`src/rtl/core/rau_pkg.sv`:
```
`timescale 1ns / 1ps
// ---------------------------------------------------------------------------
// rau_pkg: shared types and codes of the rational arithmetic unit
// Item structs, command codes, status codes and the controller-to-datapath
// command and status groups.
// ---------------------------------------------------------------------------
package rau_pkg;

    typedef struct packed {
        logic [1:0]         command;
        logic signed [31:0] a_num;
        logic signed [31:0] a_den;
        logic signed [31:0] b_num;
        logic signed [31:0] b_den;
    } in_item_t;

    typedef struct packed {
        logic signed [31:0] res_num;
        logic [30:0]        res_den;
        logic [1:0]         status;
    } out_item_t;

    localparam logic [1:0] CMD_CREATE = 2'd0;
    localparam logic [1:0] CMD_ADD    = 2'd1;
    localparam logic [1:0] CMD_MUL    = 2'd2;

    localparam logic [1:0] ST_OK       = 2'd0;
    localparam logic [1:0] ST_ZERO_DEN = 2'd1;
    localparam logic [1:0] ST_OVERFLOW = 2'd2;
    localparam logic [1:0] ST_INVALID  = 2'd3;

    typedef logic [3:0] op_t;

    localparam op_t OP_NONE      = 4'd0;
    localparam op_t OP_MUL0      = 4'd1;
    localparam op_t OP_MUL1      = 4'd2;
    localparam op_t OP_MUL2      = 4'd3;
    localparam op_t OP_SUM       = 4'd4;
    localparam op_t OP_GCD       = 4'd5;
    localparam op_t OP_DIVA_INIT = 4'd6;
    localparam op_t OP_DIV_STEP  = 4'd7;
    localparam op_t OP_DIVB_INIT = 4'd8;
    localparam op_t OP_FINISH    = 4'd9;

    typedef struct packed {
        logic load;
        op_t  op;
    } dp_cmd_t;

    typedef struct packed {
        logic invalid;
        logic create;
        logic zero_mag;
        logic gcd_done;
        logic div_done;
    } dp_status_t;

endpackage

```
`src/rtl/core/rau_ctrl.sv`:
```
`timescale 1ns / 1ps
// ---------------------------------------------------------------------------
// rau_ctrl: sequencer of the rational arithmetic unit
// Walks one item through products (add and multiply only), sum, GCD and
// two divisions, and owns the input ready and output valid of the block.
// ---------------------------------------------------------------------------
module rau_ctrl
    import rau_pkg::*;
(
    input  logic       clk,
    input  logic       rst_n,
    input  logic       in_valid,
    output logic       in_ready,
    output logic       out_valid,
    input  logic       out_ready,
    input  dp_status_t dp_status,
    output dp_cmd_t    dp_cmd
);

    localparam logic [3:0] S_IDLE   = 4'd0;
    localparam logic [3:0] S_CLASS  = 4'd1;
    localparam logic [3:0] S_MUL0   = 4'd2;
    localparam logic [3:0] S_MUL1   = 4'd3;
    localparam logic [3:0] S_MUL2   = 4'd4;
    localparam logic [3:0] S_SUM    = 4'd5;
    localparam logic [3:0] S_GCD    = 4'd6;
    localparam logic [3:0] S_DIVA_I = 4'd7;
    localparam logic [3:0] S_DIVA   = 4'd8;
    localparam logic [3:0] S_DIVB_I = 4'd9;
    localparam logic [3:0] S_DIVB   = 4'd10;
    localparam logic [3:0] S_FINISH = 4'd11;

    logic [3:0] state_reg, state_next;
    logic       out_valid_reg, out_valid_next;

    assign in_ready  = (state_reg == S_IDLE);
    assign out_valid = out_valid_reg;

    always_comb
    begin
        state_next     = state_reg;
        out_valid_next = out_valid_reg && !out_ready;
        dp_cmd.load    = 1'b0;
        dp_cmd.op      = OP_NONE;
        unique case (state_reg)
            S_IDLE:
            begin
                if (in_valid)
                begin
                    dp_cmd.load = 1'b1;
                    state_next  = S_CLASS;
                end
            end
            S_CLASS:
            begin
                priority if (dp_status.invalid) state_next = S_FINISH;
                else if (dp_status.create)      state_next = S_SUM;
                else                            state_next = S_MUL0;
            end
            S_MUL0:
            begin
                dp_cmd.op  = OP_MUL0;
                state_next = S_MUL1;
            end
            S_MUL1:
            begin
                dp_cmd.op  = OP_MUL1;
                state_next = S_MUL2;
            end
            S_MUL2:
            begin
                dp_cmd.op  = OP_MUL2;
                state_next = S_SUM;
            end
            S_SUM:
            begin
                dp_cmd.op  = OP_SUM;
                state_next = S_GCD;
            end
            S_GCD:
            begin
                priority if (dp_status.zero_mag) state_next = S_FINISH;
                else if (dp_status.gcd_done)     state_next = S_DIVA_I;
                else                             dp_cmd.op  = OP_GCD;
            end
            S_DIVA_I:
            begin
                dp_cmd.op  = OP_DIVA_INIT;
                state_next = S_DIVA;
            end
            S_DIVA:
            begin
                if (dp_status.div_done) state_next = S_DIVB_I;
                else                    dp_cmd.op  = OP_DIV_STEP;
            end
            S_DIVB_I:
            begin
                dp_cmd.op  = OP_DIVB_INIT;
                state_next = S_DIVB;
            end
            S_DIVB:
            begin
                if (dp_status.div_done) state_next = S_FINISH;
                else                    dp_cmd.op  = OP_DIV_STEP;
            end
            S_FINISH:
            begin
                // hold until the output register is free
                if (!out_valid_reg || out_ready)
                begin
                    dp_cmd.op      = OP_FINISH;
                    out_valid_next = 1'b1;
                    state_next     = S_IDLE;
                end
            end
            default: state_next = S_IDLE;
        endcase
    end

    always_ff @(posedge clk or negedge rst_n)
    begin
        if (!rst_n)
        begin
            state_reg     <= S_IDLE;
            out_valid_reg <= 1'b0;
        end
        else
        begin
            state_reg     <= state_next;
            out_valid_reg <= out_valid_next;
        end
    end

endmodule

```
`config.mk`:
```
export PLATFORM = sky130hd
export DESIGN_NAME = rau_ctrl
export DESIGN_NICKNAME = d
export VERILOG_FILES = /design/src/rtl/core/rau_pkg.sv /design/src/rtl/core/rau_ctrl.sv
export SDC_FILE = /design/constraint.sdc
export NUM_CORES = 1
export LEC_CHECK = 0
export BUFFER_PORTS_ARGS = -buffer_cell sky130_fd_sc_hd__buf_2
export CAP_MARGIN = 5
export CORE_AREA = 2 2 39 41
export CTS_BUF_LIST = sky130_fd_sc_hd__clkbuf_16
export CTS_CLUSTER_SIZE = 40
export DETAILED_ROUTE_END_ITERATION = 8
export DIE_AREA = 0 0 41 43
export GPL_TIMING_DRIVEN = 0
export PLACE_DENSITY_LB_ADDON = 0.1
export SETUP_SLACK_MARGIN = 0.15
export SYNTH_ARGS = -nofsm -noshare
export SYNTH_HDL_FRONTEND = slang
export SYNTH_SLANG_ARGS = --single-unit
export TNS_END_PERCENT = 1
```
`constraint.sdc`:
```
create_clock -name clk -period 1.95 [get_ports clk]
set_input_delay 0.0975 -clock clk [delete_from_list [all_inputs] [get_ports clk]]
set_output_delay 0.0975 -clock clk [all_outputs]
set_load 0.05 [all_outputs]
```
* After elaboration in Yosys (flattened, before gate mapping) *
Index checks and enable logic that the tools add are counted.

operators by class
  muxes and demuxes = 18
  reduce and logical (&&, ||, !) cells = 7
  equal/unequal tests = 16

operators by type and width
  kind                                           number
  one-hot mux 4 bit (12 select lines)            1
  one-hot mux 4 bit (9 select lines)             1
  2-to-1 mux 4 bit                               8
  == test 4 x 3 -> 1 bit, second input constant  4
  == test 4 bit, second input constant           4
  2-to-1 mux 3 bit                               4
  == test 4 x 2 -> 1 bit, second input constant  2
  != test 2 bit, second input constant           4
  AND reduction 5 bit                            1
  == test 4 x 1 -> 1 bit, second input constant  1
  zero test 4 bit                                1
  2-to-1 mux 1 bit                               4
  != test 3 bit, second input constant           1
  zero test 1 bit                                2
  OR reduction 2 bit                             1
  logical AND 1 bit                              1
  logical OR 1 bit                               1

word-level totals
  bits of input ports = 9
  output and inout port bits = 7
  register bits after elaboration = 5
  word-level logic and storage cells = 43

* Depth between registers and ports, before layout *
Gate-level depths: netlist (run 1).

  word-level depth = 4
  gate-level depth with buffers = 5
  depth with buffers taken out = 4

* Worst setup path after synthesis (run 1) *
No wires, ideal clock.

  path type = flip-flop to output port
  from = reg state_reg[0]
  to = out dp_cmd[1] (netlist name)
  arrival time = 1.974 ns
  path slack = -0.122 ns
  path buffers = 1
  data required time = 1.852 ns
  stages on the path, launching flop included = 5
  cell sequence = dfrtp_1 -> clkbuf_1 -> nand2_1 -> a21boi_1 -> o21ai_0

RTL lines
  element                   RTL line         source
  start: declaration        rau_ctrl.sv:33   logic [3:0] state_reg, state_next;
  start signal: assignment  rau_ctrl.sv:129  state_reg <= state_next;
  end: declaration          rau_ctrl.sv:17   output dp_cmd_t dp_cmd

==> results of run 1 <==
## power by group
part / total [uW] / internal [uW] / switching (uW) / leakage (uW)
clock network: 328 / 265 / 63.0 / 0.0000423
registers: 199 / 154 / 45.2 / 0.0000615
logic: 883 / 325 / 558 / 0.000224
total: 1410 / 743 / 667 / 0.000328
## area by class of cell
class,count,share of cell area
buffer,4,0.0385
timing repair buffer,16,0.139
tap,16,0.0308
inverter,3,0.0173
clock buffer,3,0.116
clock inverter,1,0.00578
sequential,5,0.193
multi-input combinational,41,0.461
## cells in the mapped netlist, types with 2 or more instances
library cell / count
sky130_fd_sc_hd__mux2_4: 2
sky130_fd_sc_hd__nor2b_1: 2
sky130_fd_sc_hd__o211ai_1: 2
sky130_fd_sc_hd__nand2_1: 6
sky130_fd_sc_hd__a21oi_1: 2
sky130_fd_sc_hd__nand3_1: 3
sky130_fd_sc_hd__dfrtp_1: 5
sky130_fd_sc_hd__o21ai_1: 2
sky130_fd_sc_hd__clkbuf_1: 3
sky130_fd_sc_hd__inv_2: 2
sky130_fd_sc_hd__nor2_1: 4
## logic make-up after synthesis
logic type	Yosys count	synth area share
AND/OR/NAND/NOR	22	0.275
AO/OA/AOI/OAI	17	0.310
buffers and inverters	7	0.0742
flip-flops	5	0.275
multiplexers	2	0.0659
## routing by layer
layer / part of all wire / routed length, um
met1: 0.50 / 535
met2: 0.44 / 468
met3: 0.060 / 64
met4: 0 / 0
met5: 0 / 0
## per-stage QoR
step	instance area, um^2	setup slack [ns]	util	power, uW
after floorplan	455	0.250	-	889
after global placement	551	0.210	0.398	1060
after detailed placement	551	0.200	0.398	1060
after CTS	644	0.137	0.466	1410
after global routing	649	0.107	0.469	1510
final	649	0.146	0.469	1410
## worst paths after layout
check | startpoint | to | slack (ns) | cells after the start
max in group asynchronous | rst_n | state_reg[0]$_DFFE_PN0P_ | 1.61 | 2
setup / recovery | state_reg[2]$_DFFE_PN0P_ | dp_cmd[0] | 0.15 | 5
hold / removal | rst_n | state_reg[2]$_DFFE_PN0P_ | 0.21 | 2
min in group clk | in_valid | state_reg[0]$_DFFE_PN0P_ | 0.21 | 3
setup reg to reg | state_reg[2]$_DFFE_PN0P_ | state_reg[1]$_DFFE_PN0P_ | 0.20 | 5
hold reg to reg | out_valid$_DFF_PN0_ | out_valid$_DFF_PN0_ | 0.59 | 2
## worst max-delay path, stage by stage, from the launching register on
cell,delay (ns)
sky130_fd_sc_hd__dfrtp_1,0.37
sky130_fd_sc_hd__buf_6,0.13
sky130_fd_sc_hd__or4b_4,0.53
sky130_fd_sc_hd__a21boi_4,0.17
sky130_fd_sc_hd__nand3_1,0.08
sky130_fd_sc_hd__buf_4,0.20
## what timing repair did
action	CTS	global route
buffers inserted	0	0
setup endpoints to repair	2	6
gates resized for setup	2	5
hold buffers	1	0
endpoints found under the hold margin	5	0
==> flow_metrics.env, run 1 <==
export IMPL_insertion_delay_ns=0.22
export IMPL_chipHeight_um=43
export IMPL_critical_path_startpoint_type="flop"
export IMPL_synth_enable_flop_cells=0
export IMPL_layout_cells_most_common_list="sky130_fd_sc_hd__buf_2 (13), sky130_fd_sc_hd__nand2_1 (6), sky130_fd_sc_hd__dfrtp_1 (5)"
export IMPL_place_port_buffers=15
export IMPL_timing_final_max_slew_violations=0
export IMPL_final_period_minus_worst_setup_slack_ns=1.80
export IMPL_floorplan_die_area_um2=1760
export IMPL_fin_hold_ws_ns=0.208
export IMPL_multiInputGateArea_um2=299
export IMPL_power_leakage_uw=0.000328
export IMPL_global_route_usage_total=0.139
export IMPL_fin_skew_ns=0.000676
export IMPL_largest_net_degree_at_the_start_of_global_routing=11
export IMPL_area_occupied_by_registers_um2=125
export IMPL_synthTopCellsByArea="sky130_fd_sc_hd__dfrtp_1 (27%), sky130_fd_sc_hd__mux2_4 (6.6%), sky130_fd_sc_hd__nand2_1 (4.9%)"
export IMPL_antennaDiodeCount=0
export IMPL_core_region_area_um2=1380
export IMPL_end_kind="primary output"
export IMPL_netlist_area_um2=455
export IMPL_flip_flop_count_of_the_largest_register_all_copies_and_words_added=4
export IMPL_power_density_nw_per_um2=2170
export IMPL_floorplan_io_pins=16
export IMPL_ctsRootBufferMaster="sky130_fd_sc_hd__clkbuf_16"
export IMPL_maximum_level_of_the_cts_h_tree=1
export IMPL_cts_reportedPaths_clkPinSlew_ns=0.03
export IMPL_cts_tree="done"
export IMPL_critical_path_arrival_ns=1.71
export IMPL_setup_viol=0
export IMPL_fin_tns_setup_ns=0
export IMPL_final_net_count=83
export IMPL_postSynthRegisterBits=5
export IMPL_die_x_um=41
export IMPL_hpwl_um=819
export IMPL_effective_utilization_at_floorplan=0.329
export IMPL_avgSynthCellArea_um2=8.59
export IMPL_grt_util_met2=0.219
export IMPL_fillers=140
export IMPL_number_of_global_route_vias_before_repair=412
export IMPL_period_share=0.925
export IMPL_irDropWorstVdd_uv=799
export IMPL_antenna_violating_nets_post_route=0
export IMPL_synthDistinctLibCells=31
export IMPL_fmax_mhz=554
export IMPL_detail_route_iter0_violations=2
export IMPL_cts_buffer_depth=2
export IMPL_ys_warn_count=0
export IMPL_cell_taking_the_most_area_after_synthesis="sky130_fd_sc_hd__dfrtp_1"
export IMPL_relSlewSlack=0.747
export IMPL_numCtsBuffers=3
export IMPL_setup_repair_after_global_routing_missed_its_margin="true"
export IMPL_post_synth_top_area_fraction=0.275
export IMPL_setup_worst_path_class="reg2out"
export IMPL_synthToLayoutAreaGrowth_pct=42.6
export IMPL_yosys_most_used_dff="sky130_fd_sc_hd__dfrtp_1"
export IMPL_finalNonFillerCells=89
export IMPL_postRouteWirelength_um=1070
export IMPL_grt_busiest_layer="met2"
export IMPL_met1_usage=0.174
export IMPL_worstPathMaxFanout=9
export IMPL_synth_yosys_seq_area_share=0.275
export IMPL_clock_sinks=5
export IMPL_drt_pass1_iter_count=2
export IMPL_run_status="completed"
export IMPL_holdCritPathClass="in2async"
export IMPL_final_hold_violation_count=0
export IMPL_detailroute_via_count=439
export IMPL_antenna_found_initial=0
export IMPL_routed_wire_length_per_instance_um=12.0
export IMPL_dp_cells=84
export IMPL_max_slew_worst_pin_slew_ns=0.380
export IMPL_grt_first_pass_wirelength_um=1660
export IMPL_route_detailed_drc=0
export IMPL_mostFrequentLayoutCell="sky130_fd_sc_hd__buf_2"
export IMPL_global_route_overflow_total=0
export IMPL_asyncSetResetFlopFracSynth=1.00
export IMPL_worst_endpoint_required_ns=1.85
export IMPL_placementRows=14
export IMPL_gp_congestion=0.737
export IMPL_mappedNetlistNets=62
export IMPL_grt_use_met3=0.0628
export IMPL_avgViaCountPerCell=4.93
export IMPL_synth_cells=53
export IMPL_post_route_cells_drive_above_1_share=0.425
export IMPL_cap_viol_max_count=0
Note: power is estimated with default switching activity, not from simulation.
==> run 2: changes to the inputs <==
--- a/config.mk
+++ b/config.mk
@@ -5,6 +5,7 @@
 export SDC_FILE = /design/constraint.sdc
 export NUM_CORES = 1
 export LEC_CHECK = 0
+export ABC_AREA = 1
 export BUFFER_PORTS_ARGS = -buffer_cell sky130_fd_sc_hd__buf_2
 export CAP_MARGIN = 5
 export CORE_AREA = 2 2 39 41
==> run 2 against run 1 <==
Non-clock buffer count down 4. Hold slack worse by 0.018 ns. Cell area shrank 2.3%. Fmax grew 14%. Routed wire length rose by 1.4%. Synthesized cell count grew 45%. Critical path depth shrank 1. Total power fell by 8.8%. Die area did not move. Area after synthesis decreased by 1.1%. Critical path type unchanged. Largest cell class unchanged. Highest routed layer unchanged.
==> flow_metrics.env, run 2 <==
export IMPL_run_status="completed"
export IMPL_ctsRootBufferMaster="sky130_fd_sc_hd__clkbuf_16"
export IMPL_floorplan_io_pins=16
export IMPL_effective_utilization_at_floorplan=0.325
export IMPL_fin_skew_ns=0.00109
export IMPL_hpwl_um=899
export IMPL_critical_path_arrival_ns=1.49
export IMPL_worstPathMaxFanout=6
export IMPL_layout_cells_most_common_list="sky130_fd_sc_hd__nand2_1 (23), sky130_fd_sc_hd__buf_2 (15), sky130_fd_sc_hd__inv_1 (12)"
export IMPL_routed_wire_length_per_instance_um=9.58
export IMPL_setup_ws_post_layout_ns=0.361
export IMPL_place_port_buffers=15
export IMPL_fmax_mhz=630
export IMPL_critical_path_max_stage_delay_ns=0.43
export IMPL_holdCritPathClass="in2reg"
export IMPL_setup_worst_path_class="reg2out"
export IMPL_post_route_cells_drive_above_1_share=0.268
export IMPL_placementRows=14
export IMPL_flip_flop_count_of_the_largest_register_all_copies_and_words_added=4
export IMPL_synthTopCellsByArea="sky130_fd_sc_hd__dfrtp_1 (28%), sky130_fd_sc_hd__nand2_1 (19%), sky130_fd_sc_hd__inv_1 (9.2%)"
export IMPL_cap_viol_max_count=0
export IMPL_setup_repair_after_global_routing_missed_its_margin="false"
export IMPL_detailroute_via_count=520
export IMPL_cts_buffer_depth=2
export IMPL_drt_pass1_iter_count=4
export IMPL_core_region_area_um2=1380
export IMPL_avgViaCountPerCell=4.60
export IMPL_clock_sinks=5
export IMPL_postSynthRegisterBits=5
export IMPL_antenna_found_initial=0
export IMPL_fin_tns_setup_ns=0
export IMPL_worst_endpoint_required_ns=1.85
export IMPL_cts_tree="done"
export IMPL_grt_first_pass_wirelength_um=1680
export IMPL_gp_congestion=0.854
export IMPL_numCtsBuffers=3
export IMPL_yosys_most_used_dff="sky130_fd_sc_hd__dfrtp_1"
export IMPL_dp_slack_ns=0.591
export IMPL_antenna_violating_nets_post_route=0
export IMPL_synth_top_cells_by_count="sky130_fd_sc_hd__nand2_1 (23), sky130_fd_sc_hd__inv_1 (11), sky130_fd_sc_hd__nor2_1 (11)"
export IMPL_largest_net_degree_at_the_start_of_global_routing=7
export IMPL_insertion_delay_ns=0.22
export IMPL_irDropWorstVdd_uv=1310
export IMPL_final_period_minus_worst_setup_slack_ns=1.59
export IMPL_global_route_overflow_total=0
export IMPL_mostFrequentLayoutCell="sky130_fd_sc_hd__nand2_1"
export IMPL_fillers=165
export IMPL_cell_taking_the_most_area_after_synthesis="sky130_fd_sc_hd__dfrtp_1"
export IMPL_detail_route_iter0_violations=9
export IMPL_post_cts_repair_setup_buffers=0
export IMPL_synthToLayoutAreaGrowth_pct=40.8
export IMPL_post_synth_top_area_fraction=0.278
export IMPL_maximum_level_of_the_cts_h_tree=1
export IMPL_floorplan_die_area_um2=1760
export IMPL_timing_final_max_slew_violations=0
export IMPL_period_share=0.815
export IMPL_cts_reportedPaths_clkPinSlew_ns=0.03
export IMPL_max_slew_worst_pin_slew_ns=0.327
export IMPL_synth_yosys_seq_area_share=0.278
export IMPL_synth_enable_flop_cells=0
export IMPL_power_leakage_uw=0.000366
export IMPL_chipHeight_um=43
export IMPL_critical_path_startpoint_type="flop"
export IMPL_end_kind="primary output"
export IMPL_timing_critical_path_slowest_stage_cell="sky130_fd_sc_hd__dfrtp_1"
export IMPL_postRouteWirelength_um=1080
export IMPL_netlist_area_um2=450
export IMPL_total_power_uw=1290
export IMPL_ys_warn_count=0
export IMPL_relSlewSlack=0.781
export IMPL_final_hold_violation_count=0
export IMPL_synthDistinctLibCells=15
export IMPL_global_route_usage_total=0.142
export IMPL_antennaDiodeCount=0
export IMPL_mappedNetlistNets=86
export IMPL_power_density_nw_per_um2=2030
export IMPL_die_x_um=41
export IMPL_route_detailed_drc=0
export IMPL_critical_path_cell_chain="nor2_1, nand3_2, nand4_1, buf_2"
export IMPL_final_net_count=107
export IMPL_avgSynthCellArea_um2=5.85
export IMPL_number_of_global_route_vias_before_repair=418
export IMPL_asyncSetResetFlopFracSynth=1.00
export IMPL_cell_with_the_most_instances_after_synthesis="sky130_fd_sc_hd__nand2_1"
export IMPL_synth_cells=77
export IMPL_setup_viol=0
[run 2: where the power goes]
group	leakage (uW)	switching (uW)	internal [uW]
Clock	0.0000423	62.8	265
Sequential	0.0000637	59.1	151
Combinational	0.000260	553	195
Total	0.000366	675	611
[run 2: critical path: cells and delay by family, from the launching register on]
kind                   cells  cell delay, ns
AND/OR/NAND/NOR            3            0.58
buffers and inverters      1            0.26
flip-flops                 1            0.43
[run 2: per-layer routing]
metal / global-route usage / vias up / part of all wire
met5: 0 / - / 0
met3: 0.0628 / 0 / 0.063
li1: - / 284 / -
met4: 0.0200 / 0 / 0
met2: 0.216 / 18 / 0.46
met1: 0.184 / 218 / 0.48
[run 2: what timing repair did]
| item | 4_1_cts | 5_1_grt |
|---|---|---|
| hold buffers | 1 | 0 |
| resized for setup | 0 | 0 |
| setup endpoints to repair | 0 | 0 |
| hold endpoints to repair | 5 | 0 |
[run 2: kinds of logic after synthesis]
| kind of cell | Yosys count | synth area share |
|---|---|---|
| buffers and inverters | 12 | 0.100 |
| AND/OR/NAND/NOR | 49 | 0.500 |
| flip-flops | 5 | 0.278 |
| AO/OA/AOI/OAI | 11 | 0.122 |
[run 2: layout make-up]
class,instances,area [um^2],share of cell area
clock buffers,3,75.1,0.118
clock inverters,1,3.75,0.00592
inverters,12,45.0,0.0710
multi-input cells,60,280,0.442
flip-flops and latches,5,125,0.197
well taps,16,20.0,0.0316
repair buffers,16,85.1,0.134
[run 2: path summary, 6_finish.rpt]
path | startpoint | endpoint | slack [ns] | cells past startpoint
worst max-delay path | state_reg[0]$_DFFE_PN0P_ | dp_cmd[0] | 0.36 | 4
worst min-delay path | out_ready | out_valid$_DFF_PN0_ | 0.19 | 4
worst max register to register | state_reg[0]$_DFFE_PN0P_ | state_reg[1]$_DFFE_PN0P_ | 0.65 | 6
worst min register to register | state_reg[1]$_DFFE_PN0P_ | state_reg[1]$_DFFE_PN0P_ | 0.54 | 2
max in group asynchronous | rst_n | state_reg[1]$_DFFE_PN0P_ | 1.61 | 2
min in group asynchronous | rst_n | state_reg[2]$_DFFE_PN0P_ | 0.21 | 2
[run 2: metrics by stage]
stage	area (um^2)	hold slack, ns	std cells	utilization
CTS	634	0.181	113	0.458
global placement	546	-0.0864	108	0.394
detailed placement	546	-0.0859	108	0.394
global route	634	0.207	113	0.458
floorplan	450	-0.198	77	-
finish	634	0.190	113	0.458
==> run 3: changes to the inputs <==
==> constraint.sdc (replaced) <==
create_clock -name clk -period 1.3 [get_ports clk]
set_input_delay 0.065 -clock clk [delete_from_list [all_inputs] [get_ports clk]]
set_output_delay 0.065 -clock clk [all_outputs]
set_load 0.05 [all_outputs]
==> run 3 against run 2 <==
The flow now finishes with violations (negative setup slack). Register-to-register slack lost 0.63 ns. Flip-flop and latch count stayed put. Non-clock buffer count up 5. Routed wire length increased by 23%. Die area unchanged. Critical path type unchanged.
==> flow_metrics.env, run 3 (synthesis gave the netlist of run 2 again) <==
export IMPL_run_status="finished, violations left"
export IMPL_failed_checks="negative setup slack"
export IMPL_holdCritPathClass="in2reg"
export IMPL_critical_path_arrival_ns=1.31
export IMPL_dp_cells=108
export IMPL_chipHeight_um=43
export IMPL_final_hold_violation_count=0
export IMPL_place_port_buffers=15
export IMPL_timing_final_max_slew_violations=0
export IMPL_placementRows=14
export IMPL_dp_slack_ns=-0.0139
export IMPL_maximum_level_of_the_cts_h_tree=1
export IMPL_antenna_violating_nets_post_route=0
export IMPL_cap_viol_max_count=0
export IMPL_critical_path_startpoint_type="flop"
export IMPL_final_period_minus_worst_setup_slack_ns=1.37
export IMPL_period_share=1.05
export IMPL_ctsRootBufferMaster="sky130_fd_sc_hd__clkbuf_16"
export IMPL_effective_utilization_at_floorplan=0.325
export IMPL_insertion_delay_ns=0.23
export IMPL_setup_ws_post_layout_ns=-0.0709
export IMPL_antennaDiodeCount=0
export IMPL_detailroute_via_count=558
export IMPL_numCtsBuffers=3
export IMPL_postRouteWirelength_um=1330
export IMPL_setup_repair_after_global_routing_missed_its_margin="true"
export IMPL_global_route_usage_total=0.186
export IMPL_setup_viol=5
export IMPL_gp_congestion=0.799
export IMPL_die_x_um=41
export IMPL_fmax_mhz=729
export IMPL_clock_sinks=5
export IMPL_final_net_count=112
export IMPL_drt_pass1_iter_count=4
export IMPL_worst_endpoint_required_ns=1.24
export IMPL_power_density_nw_per_um2=3090
export IMPL_route_detailed_drc=0
export IMPL_worstPathMaxFanout=5
export IMPL_core_region_area_um2=1380
export IMPL_global_route_overflow_total=0
export IMPL_cts_tree="done"
export IMPL_finalInstanceArea_um2=795
export IMPL_mostFrequentLayoutCell="sky130_fd_sc_hd__nand2_1"
export IMPL_finalNonFillerCells=118
export IMPL_flip_flop_count_of_the_largest_register_all_copies_and_words_added=4
export IMPL_placedInstanceArea_um2=556
export IMPL_cts_reportedPaths_clkPinSlew_ns=0.03
export IMPL_routed_wire_length_per_instance_um=11.3
export IMPL_relSlewSlack=0.837
export IMPL_irDropWorstVdd_uv=1430
export IMPL_synthToLayoutAreaGrowth_pct=76.4
export IMPL_end_kind="primary output"
export IMPL_post_route_cells_drive_above_1_share=0.529
export IMPL_power_leakage_uw=0.000403
export IMPL_number_of_global_route_vias_before_repair=492
export IMPL_grt_first_pass_wirelength_um=2070
export IMPL_final_core_utilization=0.574
export IMPL_fin_skew_ns=0.000923
export IMPL_floorplan_die_area_um2=1760
export IMPL_detail_route_iter0_violations=9
export IMPL_hpwl_um=909
export IMPL_layout_cells_most_common_list="sky130_fd_sc_hd__nand2_1 (18), sky130_fd_sc_hd__buf_2 (9), sky130_fd_sc_hd__nor2_1 (7), sky130_fd_sc_hd__inv_1 (7), sky130_fd_sc_hd__o21ai_0 (7)"
export IMPL_largest_net_degree_at_the_start_of_global_routing=6
export IMPL_avgViaCountPerCell=4.73
export IMPL_setup_worst_path_class="reg2out"
export IMPL_max_slew_worst_pin_slew_ns=0.246
export IMPL_cts_buffer_depth=2
export IMPL_antenna_found_initial=0
export IMPL_floorplan_io_pins=16
## run 3: cell types whose count changed in the layout (fill, tap and decap cells not counted), sizes merged
| cell | previous run | this run |
|---|---|---|
| buf | 15 | 20 |
## run 3: layout make-up
class	instances	area, um^2
clock buffer	3	75.1
clock inverter	1	3.75
fill	150	589
inverter	12	47.5
multi-input combinational	60	358
sequential	5	130
tap	16	20.0
timing repair buffer	21	160
## run 3: repair_timing
action,CTS,global route
gates resized for setup,31,9
hold buffers,1,0
endpoints found under the hold margin,5,0
setup buffers,5,0
pin swaps,3,2
setup endpoints to repair,10,10
## run 3: power by group
group | internal (uW) | switching, uW | total, uW
registers | 236 | 123 | 358
clock network | 400 | 115 | 515
logic | 564 | 1020 | 1580
total | 1200 | 1260 | 2450
## run 3: final timing paths
kind | startpoint | end | slack (ns) | cells past startpoint
worst min register to register | state_reg[1]$_DFFE_PN0P_ | state_reg[1]$_DFFE_PN0P_ | 0.59 | 2
min in group asynchronous | rst_n | state_reg[2]$_DFFE_PN0P_ | 0.17 | 2
max in group asynchronous | rst_n | state_reg[0]$_DFFE_PN0P_ | 0.99 | 2
worst max-delay path | state_reg[3]$_DFFE_PN0P_ | dp_cmd[2] | -0.07 | 5
worst min-delay path | out_ready | state_reg[0]$_DFFE_PN0P_ | 0.15 | 4
worst max register to register | state_reg[3]$_DFFE_PN0P_ | state_reg[1]$_DFFE_PN0P_ | 0.02 | 7
## run 3: metal layers
layer / track usage / up-vias / part of all wire
met5: 0 / - / 0
met4: 0.0800 / 0 / 0.017
met3: 0.0942 / 2 / 0.070
met2: 0.284 / 22 / 0.49
met1: 0.208 / 243 / 0.42
li1: - / 291 / -
## run 3: through the flow
step | hold slack (ns) | total power, uW | TNS [ns]
final | 0.152 | 2450 | -0.248
after global routing | 0.163 | 2620 | -0.876
after CTS | 0.135 | 2370 | -0.251
after detailed placement | -0.117 | 1470 | -0.0218
after global placement | -0.119 | 1460 | -0.0611
after floorplan | -0.231 | 1220 | -0.129
## run 3: worst max-delay path, stage by stage (launching register included)
cell,delay [ns]
sky130_fd_sc_hd__dfrtp_2,0.47
sky130_fd_sc_hd__nand2_4,0.14
sky130_fd_sc_hd__inv_2,0.06
sky130_fd_sc_hd__a21oi_2,0.14
sky130_fd_sc_hd__nand3_1,0.10
sky130_fd_sc_hd__buf_6,0.16
